`config.mk`:
```
export PLATFORM = sky130hd
export DESIGN_NAME = tick_divider_led_flash_timer_flat
export DESIGN_NICKNAME = d
export VERILOG_FILES = /design/src/rtl/tdlft_pkg.sv /design/src/rtl/tdlft_if.sv /design/src/rtl/tick_divider_led_flash_timer.sv /design/src/rtl/tdlft_in_reg.sv /design/src/rtl/tdlft_engine.sv /design/src/rtl/tdlft_out_reg.sv /design/src/flat_wrapper.sv
export SDC_FILE = /design/constraint.sdc
export NUM_CORES = 1
export LEC_CHECK = 0
export BUFFER_PORTS_ARGS = -buffer_cell sky130_fd_sc_hd__buf_4
export CAP_MARGIN = 30
export CORE_ASPECT_RATIO = 1.75
export CORE_MARGIN = 2
export CORE_UTILIZATION = 50
export DETAILED_ROUTE_END_ITERATION = 8
export PLACE_DENSITY = 0.68
export SYNTH_ARGS = -nofsm -noshare
export SYNTH_HDL_FRONTEND = slang
export SYNTH_SLANG_ARGS = --single-unit
```
`constraint.sdc`:
```
create_clock -name clock -period 6.4 [get_ports clock]
set_clock_uncertainty 0.15 [all_clocks]
set_input_delay 0.64 -clock clock [delete_from_list [all_inputs] [get_ports clock]]
set_output_delay 0.64 -clock clock [all_outputs]
set_load 0.1 [all_outputs]
```
`src/rtl/tdlft_pkg.sv`:
```
// ----------------------------------------------------------------------------
// tdlft_pkg
// Shared types and constants for the tick divider / LED flash timer.
// ----------------------------------------------------------------------------
package tdlft_pkg;

   localparam int unsigned CountWidth  = 8;
   localparam int unsigned CmdWidth    = 3;
   localparam int unsigned CsrIdxWidth = 2;

   // command codes; six and seven are unused and do nothing
   localparam logic [CmdWidth-1:0] CMD_TICK          = 3'd0;
   localparam logic [CmdWidth-1:0] CMD_START_TX      = 3'd1;
   localparam logic [CmdWidth-1:0] CMD_START_RX      = 3'd2;
   localparam logic [CmdWidth-1:0] CMD_RX_SUCCESS    = 3'd3;
   localparam logic [CmdWidth-1:0] CMD_START_LED     = 3'd4;
   localparam logic [CmdWidth-1:0] CMD_LOAD_SHUTDOWN = 3'd5;

   // register indexes
   localparam logic [CsrIdxWidth-1:0] CSR_FAST_TICKS_PER_SLOW = 2'd0;
   localparam logic [CsrIdxWidth-1:0] CSR_TX_PACING_LIMIT     = 2'd1;
   localparam logic [CsrIdxWidth-1:0] CSR_POWER_ON_SLOW_TICKS = 2'd2;

   localparam logic [CountWidth-1:0] FAST_TICKS_PER_SLOW_RESET = 8'd50;
   localparam logic [CountWidth-1:0] TX_PACING_LIMIT_RESET     = 8'd5;
   localparam logic [CountWidth-1:0] POWER_ON_SLOW_TICKS_RESET = 8'd30;

   typedef struct packed {
      logic [CmdWidth-1:0]   command;
      logic [CountWidth-1:0] first_value;
      logic [CountWidth-1:0] second_value;
      logic [CountWidth-1:0] flash_period;
   } item_type;

   // input stage to engine: item moves on this cycle
   typedef struct packed {
      logic     fire;
      item_type item;
   } stage_type;

   typedef struct packed {
      logic                   write_enable;
      logic [CsrIdxWidth-1:0] index;
      logic [CountWidth-1:0]  write_data;
   } csr_write_type;

   typedef struct packed {
      logic slow_tick;
      logic power_on_done;
      logic tx_busy;
      logic rx_active;
      logic led_sequence_active;
      logic led_flash;
      logic led_change;
      logic shutdown_due;
   } result_type;

   typedef struct packed {
      logic [CountWidth-1:0] prescale_count;
      logic [CountWidth-1:0] tx_pacing_count;
      logic                  tx_busy_flag;
      logic [CountWidth-1:0] rx_timeout_count;
      logic                  rx_active_flag;
      logic                  rx_success_flag;
      logic [CountWidth-1:0] power_on_count;
      logic                  power_on_flag;
      logic                  led_active_flag;
      logic                  led_delay_done;
      logic [CountWidth-1:0] led_delay_count;
      logic [CountWidth-1:0] led_period_count;
      logic [CountWidth-1:0] led_period;
      logic [CountWidth-1:0] toggles_left;
      logic                  flash_phase;
      logic                  change_phase;
      logic [CountWidth-1:0] shutdown_count;
      logic                  shutdown_flag;
   } state_type;

endpackage

```
`src/rtl/tdlft_if.sv`:
```
// ----------------------------------------------------------------------------
// tdlft_req_if / tdlft_rsp_if
// Valid/ready channels for command items and status results.
// ----------------------------------------------------------------------------
interface tdlft_req_if;
   logic                             valid;
   logic                             ready;
   logic [tdlft_pkg::CmdWidth-1:0]   command;
   logic [tdlft_pkg::CountWidth-1:0] first_value;
   logic [tdlft_pkg::CountWidth-1:0] second_value;
   logic [tdlft_pkg::CountWidth-1:0] flash_period;

   modport source (output valid, command, first_value, second_value, flash_period,
                   input ready);
   modport sink   (input valid, command, first_value, second_value, flash_period,
                   output ready);
endinterface

interface tdlft_rsp_if;
   logic valid;
   logic ready;
   logic slow_tick;
   logic power_on_done;
   logic tx_busy;
   logic rx_active;
   logic led_sequence_active;
   logic led_flash;
   logic led_change;
   logic shutdown_due;

   modport source (output valid, slow_tick, power_on_done, tx_busy, rx_active,
                   led_sequence_active, led_flash, led_change, shutdown_due,
                   input ready);
   modport sink   (input valid, slow_tick, power_on_done, tx_busy, rx_active,
                   led_sequence_active, led_flash, led_change, shutdown_due,
                   output ready);
endinterface

```
`src/rtl/tick_divider_led_flash_timer.sv`:
```
// ----------------------------------------------------------------------------
// tick_divider_led_flash_timer
// Fast-tick prescaler with transmit pacing, receive timeout, power-on delay,
// LED flash sequencer and shutdown countdown; one status result per command.
// ----------------------------------------------------------------------------
//
//  channel   dir  transfer when         carries
//  --------  ---  --------------------  ----------------------------------------
//  req_chan  in   valid && ready        command, first_value, second_value,
//                                       flash_period
//  rsp_chan  out  valid && ready        slow_tick and seven status flags
//  csr_*     in   csr_write_enable      index 0..2, 8-bit settings write
//
//  Each command is held in the input register and is folded into the timer
//  state on its way into the result register; one transfer per cycle is
//  sustained while the status channel takes every result.
//  The result register moves whenever it is empty or being taken, so a
//  waiting result never blocks the next input transfer by itself.
//  Synchronous reset clears all counters and flags and loads the settings
//  defaults (50, 5, 30).
//  Settings must be written only while nothing is in flight; the block does not enforce this.
// ----------------------------------------------------------------------------
module tick_divider_led_flash_timer (
   input  logic                                clock,
   input  logic                                reset,
   tdlft_req_if.sink                           req_chan,
   tdlft_rsp_if.source                         rsp_chan,
   input  logic                                csr_write_enable,
   input  logic [tdlft_pkg::CsrIdxWidth-1:0]   csr_index,
   input  logic [tdlft_pkg::CountWidth-1:0]    csr_write_data
);

   tdlft_pkg::stage_type     stage;       // item leaving the input register
   tdlft_pkg::result_type    result;      // status computed for that item
   tdlft_pkg::csr_write_type csr;
   logic                     out_can_load;

   assign csr = '{write_enable: csr_write_enable,
                  index:        csr_index,
                  write_data:   csr_write_data};

   // input register
   tdlft_in_reg u_in_reg (
      .clock        (clock),
      .reset        (reset),
      .req_chan     (req_chan),
      .out_can_load (out_can_load),
      .stage        (stage)
   );

   // state update, settings
   tdlft_engine u_engine (
      .clock  (clock),
      .reset  (reset),
      .stage  (stage),
      .csr    (csr),
      .result (result)
   );

   // result register
   tdlft_out_reg u_out_reg (
      .clock    (clock),
      .reset    (reset),
      .load     (stage.fire),
      .result   (result),
      .can_load (out_can_load),
      .rsp_chan (rsp_chan)
   );

   // an item only moves on when the result register has room for it
   a_no_overwrite: assert property (@(posedge clock) disable iff (reset)
      stage.fire |-> (!rsp_chan.valid || rsp_chan.ready))
      else $error("result overwritten before transfer");

   // a result appears in the cycle after an item leaves the input register
   a_result_follows: assert property (@(posedge clock) disable iff (reset)
      stage.fire |=> rsp_chan.valid)
      else $error("result missing after item");

endmodule

```
`src/rtl/tdlft_in_reg.sv`:
```
// ----------------------------------------------------------------------------
// tdlft_in_reg
// Input register: holds one command item until the engine takes it.
// ----------------------------------------------------------------------------
module tdlft_in_reg (
   input  logic                  clock,
   input  logic                  reset,
   tdlft_req_if.sink             req_chan,
   input  logic                  out_can_load,
   output tdlft_pkg::stage_type  stage
);

   logic                 valid_ff;
   logic                 valid_in;
   tdlft_pkg::item_type  item_ff;
   logic                 take;

   assign take           = req_chan.valid && req_chan.ready;
   assign req_chan.ready = !valid_ff || out_can_load;
   assign stage.fire     = valid_ff && out_can_load;
   assign stage.item     = item_ff;

   always_comb begin
      valid_in = valid_ff;
      if (take) begin
         valid_in = 1'b1;
      end else if (stage.fire) begin
         valid_in = 1'b0;
      end
   end

   always_ff @(posedge clock) begin
      if (reset) begin
         valid_ff <= 1'b0;
      end else begin
         valid_ff <= valid_in;
      end
   end

   always_ff @(posedge clock) begin
      if (take) begin
         item_ff <= '{command:      req_chan.command,
                      first_value:  req_chan.first_value,
                      second_value: req_chan.second_value,
                      flash_period: req_chan.flash_period};
      end
   end

endmodule

```
`src/rtl/tdlft_engine.sv`:
```
// ----------------------------------------------------------------------------
// tdlft_engine
// Timer state, settings registers and the per-item update.
// ----------------------------------------------------------------------------
module tdlft_engine (
   input  logic                     clock,
   input  logic                     reset,
   input  tdlft_pkg::stage_type     stage,
   input  tdlft_pkg::csr_write_type csr,
   output tdlft_pkg::result_type    result
);

   logic [tdlft_pkg::CountWidth-1:0] fast_ticks_ff;
   logic [tdlft_pkg::CountWidth-1:0] pacing_limit_ff;
   logic [tdlft_pkg::CountWidth-1:0] power_on_ticks_ff;

   tdlft_pkg::state_type state_ff;
   tdlft_pkg::state_type state_in;
   logic                 slow;

   // settings
   always_ff @(posedge clock) begin
      if (reset) begin
         fast_ticks_ff     <= tdlft_pkg::FAST_TICKS_PER_SLOW_RESET;
         pacing_limit_ff   <= tdlft_pkg::TX_PACING_LIMIT_RESET;
         power_on_ticks_ff <= tdlft_pkg::POWER_ON_SLOW_TICKS_RESET;
      end else if (csr.write_enable) begin
         unique case (csr.index)
            tdlft_pkg::CSR_FAST_TICKS_PER_SLOW: fast_ticks_ff     <= csr.write_data;
            tdlft_pkg::CSR_TX_PACING_LIMIT:     pacing_limit_ff   <= csr.write_data;
            tdlft_pkg::CSR_POWER_ON_SLOW_TICKS: power_on_ticks_ff <= csr.write_data;
            default: ;
         endcase
      end
   end

   always_comb begin
      logic [tdlft_pkg::CountWidth-1:0] pre;
      logic [tdlft_pkg::CountWidth-1:0] pwr;
      logic [tdlft_pkg::CountWidth-1:0] per;
      tdlft_pkg::state_type n;
      n    = state_ff;
      slow = 1'b0;
      pre  = state_ff.prescale_count + 8'd1;
      pwr  = state_ff.power_on_count + 8'd1;
      per  = state_ff.led_period_count + 8'd1;

      unique case (stage.item.command)
         tdlft_pkg::CMD_TICK: begin
            n.prescale_count = pre;
            if (fast_ticks_ff <= pre) begin
               n.prescale_count = '0;
               slow             = 1'b1;

               // transmit pacing
               if (pacing_limit_ff >= state_ff.tx_pacing_count) begin
                  n.tx_pacing_count = state_ff.tx_pacing_count + 8'd1;
               end else begin
                  n.tx_busy_flag = 1'b0;
               end

               // receive timeout, frozen once success is signalled
               if (!state_ff.rx_success_flag && state_ff.rx_active_flag) begin
                  if (state_ff.rx_timeout_count != '0) begin
                     n.rx_timeout_count = state_ff.rx_timeout_count - 8'd1;
                  end else begin
                     n.rx_active_flag = 1'b0;
                  end
               end

               // power-on period
               if (!state_ff.power_on_flag) begin
                  n.power_on_count = pwr;
                  if (power_on_ticks_ff <= pwr) begin
                     n.power_on_count = '0;
                     n.power_on_flag  = 1'b1;
                  end
               end

               // LED sequence, or shutdown countdown when idle
               if (state_ff.led_active_flag) begin
                  if (!state_ff.led_delay_done) begin
                     if (state_ff.led_delay_count != '0) begin
                        n.led_delay_count = state_ff.led_delay_count - 8'd1;
                     end else begin
                        n.led_delay_done = 1'b1;
                     end
                  end
                  if (n.led_delay_done) begin
                     n.led_period_count = per;
                     if (state_ff.led_period <= per) begin
                        n.led_period_count = '0;
                        if (state_ff.toggles_left != '0) begin
                           n.flash_phase  = !state_ff.flash_phase;
                           n.change_phase = state_ff.change_phase ^ n.flash_phase;
                           n.toggles_left = state_ff.toggles_left - 8'd1;
                        end else begin
                           n.led_delay_done  = 1'b0;
                           n.led_active_flag = 1'b0;
                           n.flash_phase     = 1'b0;
                           n.change_phase    = 1'b0;
                        end
                     end
                  end
               end else begin
                  if (state_ff.shutdown_count != '0) begin
                     n.shutdown_count = state_ff.shutdown_count - 8'd1;
                     n.shutdown_flag  = 1'b0;
                     n.flash_phase    = 1'b0;
                  end else begin
                     n.shutdown_flag = 1'b1;
                  end
               end
            end
         end
         tdlft_pkg::CMD_START_TX: begin
            n.tx_pacing_count = '0;
            n.tx_busy_flag    = 1'b1;
         end
         tdlft_pkg::CMD_START_RX: begin
            n.rx_timeout_count = stage.item.first_value;
            n.rx_active_flag   = 1'b1;
            n.rx_success_flag  = 1'b0;
         end
         tdlft_pkg::CMD_RX_SUCCESS: begin
            n.rx_success_flag = 1'b1;
         end
         tdlft_pkg::CMD_START_LED: begin
            n.led_active_flag  = 1'b1;
            n.led_delay_done   = 1'b0;
            n.led_delay_count  = stage.item.first_value;
            n.toggles_left     = stage.item.second_value;
            n.led_period       = stage.item.flash_period;
            n.led_period_count = '0;
            n.flash_phase      = 1'b0;
            n.change_phase     = 1'b0;
         end
         tdlft_pkg::CMD_LOAD_SHUTDOWN: begin
            n.shutdown_count = stage.item.first_value;
         end
         default: ;
      endcase
      state_in = n;
   end

   always_ff @(posedge clock) begin
      if (reset) begin
         state_ff <= '0;
      end else if (stage.fire) begin
         state_ff <= state_in;
      end
   end

   // status after this item
   assign result = '{slow_tick:           slow,
                     power_on_done:       state_in.power_on_flag,
                     tx_busy:             state_in.tx_busy_flag,
                     rx_active:           state_in.rx_active_flag,
                     led_sequence_active: state_in.led_active_flag,
                     led_flash:           state_in.flash_phase,
                     led_change:          state_in.change_phase,
                     shutdown_due:        state_in.shutdown_flag};

   a_state_holds: assert property (@(posedge clock) disable iff (reset)
      !stage.fire |=> $stable(state_ff))
      else $error("timer state changed with no item");

   a_power_on_sticky: assert property (@(posedge clock) disable iff (reset)
      state_ff.power_on_flag |=> state_ff.power_on_flag)
      else $error("power-on flag cleared");

   a_led_idle_clean: assert property (@(posedge clock) disable iff (reset)
      !state_ff.led_active_flag |->
         (!state_ff.flash_phase && !state_ff.change_phase && !state_ff.led_delay_done))
      else $error("LED phase set with no sequence running");

   a_slow_only_on_tick: assert property (@(posedge clock) disable iff (reset)
      slow |-> (stage.item.command == tdlft_pkg::CMD_TICK))
      else $error("slow tick from a non-tick command");

endmodule

```
`src/rtl/tdlft_out_reg.sv`:
```
// ----------------------------------------------------------------------------
// tdlft_out_reg
// Result register driving the status channel.
// ----------------------------------------------------------------------------
module tdlft_out_reg (
   input  logic                   clock,
   input  logic                   reset,
   input  logic                   load,
   input  tdlft_pkg::result_type  result,
   output logic                   can_load,
   tdlft_rsp_if.source            rsp_chan
);

   logic                  valid_ff;
   logic                  valid_in;
   tdlft_pkg::result_type result_ff;

   assign can_load = !valid_ff || rsp_chan.ready;

   always_comb begin
      valid_in = valid_ff;
      if (load) begin
         valid_in = 1'b1;
      end else if (rsp_chan.ready) begin
         valid_in = 1'b0;
      end
   end

   always_ff @(posedge clock) begin
      if (reset) begin
         valid_ff <= 1'b0;
      end else begin
         valid_ff <= valid_in;
      end
   end

   always_ff @(posedge clock) begin
      if (load) begin
         result_ff <= result;
      end
   end

   assign rsp_chan.valid               = valid_ff;
   assign rsp_chan.slow_tick           = result_ff.slow_tick;
   assign rsp_chan.power_on_done       = result_ff.power_on_done;
   assign rsp_chan.tx_busy             = result_ff.tx_busy;
   assign rsp_chan.rx_active           = result_ff.rx_active;
   assign rsp_chan.led_sequence_active = result_ff.led_sequence_active;
   assign rsp_chan.led_flash           = result_ff.led_flash;
   assign rsp_chan.led_change          = result_ff.led_change;
   assign rsp_chan.shutdown_due        = result_ff.shutdown_due;

endmodule

```
`src/flat_wrapper.sv`:
```
// flat-port wrapper written by rule: the top's interface ports become plain ports
module tick_divider_led_flash_timer_flat 
  (clock, reset, csr_write_enable, csr_index, csr_write_data, req_chan_valid, req_chan_command, req_chan_first_value, req_chan_second_value, req_chan_flash_period, req_chan_ready, rsp_chan_valid, rsp_chan_slow_tick, rsp_chan_power_on_done, rsp_chan_tx_busy, rsp_chan_rx_active, rsp_chan_led_sequence_active, rsp_chan_led_flash, rsp_chan_led_change, rsp_chan_shutdown_due, rsp_chan_ready);
  tdlft_req_if req_chan_i ();
  tdlft_rsp_if rsp_chan_i ();
  input  logic clock;
  input  logic reset;
  input  logic csr_write_enable;
  input  logic [tdlft_pkg::CsrIdxWidth-1:0] csr_index;
  input  logic [tdlft_pkg::CountWidth-1:0] csr_write_data;
  input wire logic [$bits(req_chan_i.valid)-1:0] req_chan_valid;
  input wire logic [$bits(req_chan_i.command)-1:0] req_chan_command;
  input wire logic [$bits(req_chan_i.first_value)-1:0] req_chan_first_value;
  input wire logic [$bits(req_chan_i.second_value)-1:0] req_chan_second_value;
  input wire logic [$bits(req_chan_i.flash_period)-1:0] req_chan_flash_period;
  output wire logic [$bits(req_chan_i.ready)-1:0] req_chan_ready;
  output wire logic [$bits(rsp_chan_i.valid)-1:0] rsp_chan_valid;
  output wire logic [$bits(rsp_chan_i.slow_tick)-1:0] rsp_chan_slow_tick;
  output wire logic [$bits(rsp_chan_i.power_on_done)-1:0] rsp_chan_power_on_done;
  output wire logic [$bits(rsp_chan_i.tx_busy)-1:0] rsp_chan_tx_busy;
  output wire logic [$bits(rsp_chan_i.rx_active)-1:0] rsp_chan_rx_active;
  output wire logic [$bits(rsp_chan_i.led_sequence_active)-1:0] rsp_chan_led_sequence_active;
  output wire logic [$bits(rsp_chan_i.led_flash)-1:0] rsp_chan_led_flash;
  output wire logic [$bits(rsp_chan_i.led_change)-1:0] rsp_chan_led_change;
  output wire logic [$bits(rsp_chan_i.shutdown_due)-1:0] rsp_chan_shutdown_due;
  input wire logic [$bits(rsp_chan_i.ready)-1:0] rsp_chan_ready;
  assign req_chan_i.valid = req_chan_valid;
  assign req_chan_i.command = req_chan_command;
  assign req_chan_i.first_value = req_chan_first_value;
  assign req_chan_i.second_value = req_chan_second_value;
  assign req_chan_i.flash_period = req_chan_flash_period;
  assign req_chan_ready = req_chan_i.ready;
  assign rsp_chan_valid = rsp_chan_i.valid;
  assign rsp_chan_slow_tick = rsp_chan_i.slow_tick;
  assign rsp_chan_power_on_done = rsp_chan_i.power_on_done;
  assign rsp_chan_tx_busy = rsp_chan_i.tx_busy;
  assign rsp_chan_rx_active = rsp_chan_i.rx_active;
  assign rsp_chan_led_sequence_active = rsp_chan_i.led_sequence_active;
  assign rsp_chan_led_flash = rsp_chan_i.led_flash;
  assign rsp_chan_led_change = rsp_chan_i.led_change;
  assign rsp_chan_shutdown_due = rsp_chan_i.shutdown_due;
  assign rsp_chan_i.ready = rsp_chan_ready;
  tick_divider_led_flash_timer u_core (.clock(clock), .reset(reset), .req_chan(req_chan_i), .rsp_chan(rsp_chan_i), .csr_write_enable(csr_write_enable), .csr_index(csr_index), .csr_write_data(csr_write_data));
endmodule
```
# [After elaboration in Yosys (flattened, before gate mapping)]
# Index checks and enable logic that the tools add are counted.
[totals] input_bits=42 word_cells=150 regBits=142
[classes] mux=46 n_reduce_logical=36 order_cmp=4 add_sub_neg=8 bitwise_logic=2 n_eq_ne=19
[ops] op="8-bit 2-to-1 mux" count=8
[ops] op="9-bit 2-to-1 mux" count=7
[ops] op="19-bit 2-to-1 mux" count=2
[ops] op="18-bit case mux with 2 select lines" count=1
[ops] op="9-bit case mux with 2 select lines" count=2
[ops] op="8-bit by 1-bit adder with 8-bit output, second input constant" count=4
[ops] op="8-bit nonzero test" count=4
[ops] op="8-bit by 1-bit subtractor with 8-bit output, second input constant" count=4
[ops] op="26-bit 2-to-1 mux" count=1
[ops] op="8-bit <= comparator" count=3
[ops] op="2-bit != test, second input constant" count=12
[ops] op="10-bit 2-to-1 mux" count=2
[ops] op="10-bit case mux with 2 select lines" count=1
[ops] op="18-bit 2-to-1 mux" count=1
[ops] op="8-bit case mux with 2 select lines" count=1
[ops] op="1-bit 2-to-1 mux" count=15
[ops] op="5-bit AND reduction" count=3
[ops] op="2-bit nonzero test" count=7
[ops] op="2-bit AND reduction" count=6
[ops] op="4-bit AND reduction" count=3
[ops] op="8-bit greater-or-equal comparator" count=1
[ops] op="2-bit 2-to-1 mux" count=4
[ops] op="7-bit AND reduction" count=1
[ops] op="3-bit by 2-bit equality test with 1-bit output, second input constant" count=2
[ops] op="13 further kinds" count=20

# [Logic depth before layout (Yosys ltp)]
[logic_depth] word_depth=10 ltp_mapped=15

# [By module]
# From an unflattened synthesis, not the netlist that was laid out.
[unflattened] cells_unflattened=840 area_unflattened_um2=7548.5
[modules_own_cells] mod="tdlft_engine" area_per_inst_um2=6388.6 n_inst=1 cells_per_inst=795
[modules_own_cells] mod="tdlft_in_reg" area_per_inst_um2=873.3 n_inst=1 cells_per_inst=33
[modules_own_cells] mod="tdlft_out_reg" area_per_inst_um2=286.5 n_inst=1 cells_per_inst=12

# [Worst setup path before layout]
# No wires, ideal clock.
[synth_timing] path_type="reg-to-reg" start="register u_core.u_engine.state_ff[75] (netlist name)" end="register u_core.u_out_reg.result_ff (netlist bit u_core.u_out_reg.rsp_chan.led_change), data pin" path_buffers=3 required_ns=6.087 path_stages_with_launch=16 setup_slack_ns=3.202 setup_ns=0.163 t_arrival_ns=2.885 cell_sequence="dfxtp_1 > and3_1 > and3_1 > nand3_1 > xor2_1 > ha_1 > nand4_4 > nor2_4 > nor2b_1 > buf_6 > nor3_4 > and3_1 > buf_4 > buf_6 > nand4b_1 > o221ai_1"
[synth_rtl] item="start: declaration" line_no="tdlft_engine.sv:17" source="tdlft_pkg::state_type state_ff;"
[synth_rtl] item="start signal: assignment" line_no="tdlft_engine.sv:150" source="state_ff <= state_in;"
[synth_rtl] item="end signal: assignment" line_no="tdlft_out_reg.sv:39" source="result_ff <= result;"
[synth_rtl] item="end: declaration" line_no="tdlft_out_reg.sv:16" source="tdlft_pkg::result_type result_ff;"

# [Worst setup path after layout]
[layout_timing] start="register u_core.u_engine.state_ff[75] (netlist name)" end="register u_core.u_engine.state_ff[4] (netlist name)"
[layout_via] elab_chain_len=4
[layout_lines] item="8-bit by 1-bit adder with 8-bit output" line_no="tdlft_engine.sv:44" source="pre = state_ff.prescale_count + 8'd1;"
[layout_lines] item="8-bit <= comparator" line_no="tdlft_engine.sv:51" source="if (fast_ticks_ff <= pre) begin"
[layout_lines] item="2-bit != test (no line)"
[layout_lines] item="5-bit AND reduction (no line)"
# No other way between the ends.
# A chain may end at the register's enable or synchronous reset.

==> flow_summary.ini <==
[placed_design]
dp_hpwl_mm = 13.5
routabilityCongestion = 0.946
dp.cells = 1035
portBuffers = 51
place_area_um2 = 7920

[detailed_routing]
antenna_left = 0
post_drt_wl_per_cell_um = 17.3
wl_mm = 18.5
vias = 6428
drtPass1Iterations = 5
drc = 0
drtIter0Drc = 359
vias_per_cell = 6.01

[setup_path]
crit_slowest_cell = o21ai_1
crit_top_cell = and3_1
crit_family = simple AND/OR/NAND/NOR gates
critical_path_class = reg -> reg
end_kind = flip-flop
arrival_ns = 4.35
slowest_delay_ns = 0.69
crit_fanout = 13
crit_path_start_kind = flip-flop
path_cells = and3_1 > and3_1 > nand3_1 > xor2_1 > ha_1 > nand2_1 > o21ai_0 > nor2b_1 > nor2_1 > buf_4 > o21ai_1 > nand2b_1 > o32ai_1
r2r_setup_slack_ns = 2.16
critical_path_required_ns = 6.52
critPathBufInv = 1

[floorplan]
design.core.area_um2 = 14700
die-area_um2 = 15900
die_h_um = 165
rows = 59
fp.dieW_um = 96.2
num_io_pins = 52
initial_core_util_pct = 50.6

[hold_path]
min_path_type = in -> reg

[cts]
cts_tree = done
cts_hold_buf = 0
cts_root_buf = clkbuf_16
clk_pin_slew_ns = 0.06
cts_resized = 0
cts_num_sinks = 142
htreeDepth = 4
cts_setup_buffers = 0
cts_inserted_buffers = 17
clockBufferDepth = 2
clock_latency_ns = 0.43

[final_layout]
nNetsFinal = 959
final_core_utilization_pct = 58.0
post_route_cells_drive_above_1_share_pct = 12.3
area_growth_pct = 14.6
final_cell_area_um2 = 8520
antenna_cells = 0
finalNonFillerCells = 1069
fillers = 1320

[yosys]
synth_cell_types = 69
synth-main-ff-cell = dfxtp_1
ys_ff_latch = 142
async_flop_share_pct = 0
synth_enable_flop_cells = 35
synth_area_per_cell_um2 = 8.94
ys_seq_area_share_pct = 42.9
syn_area_um2 = 7440
ys.warnings.count = 0
ys_top_cells_by_area = dfxtp_1 (29%), edfxtp_1 (14%), ha_1 (7.4%)
synth_top_area_share_pct = 28.8
synth_area_leader_cell = dfxtp_1
synth_nets = 918
syn-instance-count = 832

[global_route]
grt_first_pass_wirelength_mm = 30.1
overflow = 0
grt_max_degree = 91
grt_pass1_vias = 6493
gr-usage-all-layers_pct = 24.6
antenna_found_initial = 0

[sta]
rsz0062_at_grt = false
holdWs_ns = 0.234
slew_headroom_pct = 33.1
hold_viol_final = 0
finalCriticalPeriod_ns = 4.24
max_freq_ghz = 0.236
worst_pin_slew_ns = 0.997
finalSetupTns_ns = 0
fin_crit_sh_pct = 66.2
setup_violations = 0
drv_slew = 0

[run]
drv_cap = 0

[power]
vdd.ir_drop.worst_mv = 0.152
power_per_cell_area_nw_per_um2 = 249
p_leak_nw = 3.29

[status]
outcome = finished, final reports clean
==> cell usage after synthesis, drive strengths merged (10+ instances only) <==
cell type / count
ha: 44
clkbuf: 22
nand3b: 10
o21ai: 46
edfxtp: 35
and3: 15
a32oi: 10
dfxtp: 107
inv: 49
nand2: 98
buf: 15
a21oi: 79
xnor2: 10
nor2: 71
nor3: 26
mux2i: 26
nand3: 14
o32ai: 13
a211oi: 11
==> sequential cells by signal, indices dropped and copies added (netlist names), 8 cells and up <==
signal and cells:
u_core.u_engine.state_ff 81, u_core.u_in_reg.stage 27, u_core.u_engine.fast_ticks_ff 8, u_core.u_engine.pacing_limit_ff 8
u_core.u_engine.power_on_ticks_ff 8
==> worst reg2reg max path, cell delays in order, from the launching register on <==
cell and delay [ns]:
dfxtp_1 0.40, and3_1 0.26, and3_1 0.26, nand3_1 0.11, xor2_1 0.18, ha_1 0.37, nand2_1 0.07, o21ai_0 0.19
nor2b_1 0.55, nor2_1 0.20, buf_4 0.24, o21ai_1 0.69, nand2b_1 0.26, o32ai_1 0.15
==> layout by cell type (no fill, tap or decap), types with 8 or more instances in the layout <==
| cell | instances |
|---|---|
| a32oi_1 | 10 |
| and2_1 | 8 |
| a221oi_1 | 8 |
| or3_1 | 9 |
| o21ai_0 | 44 |
| nand2_1 | 98 |
| and3_1 | 15 |
| a211oi_1 | 10 |
| o32ai_1 | 10 |
| xor2_1 | 9 |
| mux2i_1 | 26 |
| edfxtp_1 | 35 |
| nor2_1 | 68 |
| nor3_1 | 24 |
| a21oi_1 | 79 |
| inv_1 | 48 |
| buf_4 | 58 |
| dfxtp_1 | 107 |
| nand3b_1 | 10 |
| nor2b_1 | 9 |
| nand3_1 | 14 |
| xnor2_1 | 10 |
| clkbuf_16 | 17 |
| ha_1 | 44 |
==> through the flow <==
step	total power, mW	setup WS, ns
after detailed placement	1.16	2.16
after floorplan	1.09	3.20
after global placement	1.15	2.37
final	2.12	2.16
after CTS	2.14	2.12
after global routing	2.20	1.91
==> cell type report <==
type	instances	area (µm²)	area share [%]
clock buffer	17	425	4.99
clock inverter	15	160	1.88
inverter	50	188	2.20
multi-input combinational	603	3880	45.6
sequential	142	3190	37.5
tap	183	229	2.69
timing repair buffer	59	443	5.20
==> report_power, final <==
group / switching (mW) / internal [mW]
Clock: 0.402 / 0.578
Combinational: 0.116 / 0.0632
Sequential: 0.0183 / 0.943
Total: 0.536 / 1.58
==> kinds of logic after synthesis <==
logic type                 after synthesis  share of synthesized area, %
xor gates and xnor gates                19                          2.24
muxes                                   26                          3.50
AOI/OAI and AO/OA                      221                          19.6
adders and majority gates               44                          7.40
and+or+nand+nor                        293                          19.5
DFF                                    142                          42.9
buffers and inverters                   87                          4.86
==> routing by layer <==
layer	wire length [µm]	part of all wire, %	track usage (%)
met3	711	3.8	4.22
met1	6890	37	25.0
met2	9940	54	44.8
met5	0	0	0
met4	996	5.4	16.0
==> worst paths after layout <==
| check | from | endpoint | cells past startpoint |
|---|---|---|---|
| hold reg to reg | u_core.u_engine.state_ff[53]$_SDFFE_PP0P_ | u_core.u_engine.state_ff[53]$_SDFFE_PP0P_ | 2 |
| hold / removal | req_chan_first_value[2] | u_core.u_in_reg.stage[18]$_DFFE_PP_ | 1 |
| setup / recovery | u_core.u_engine.state_ff[75]$_SDFFE_PP0P_ | u_core.u_engine.state_ff[4]$_SDFFE_PP0P_ | 13 |
| setup reg to reg | u_core.u_engine.state_ff[75]$_SDFFE_PP0P_ | u_core.u_engine.state_ff[4]$_SDFFE_PP0P_ | 13 |
Note: power is estimated with default switching activity, not from simulation.
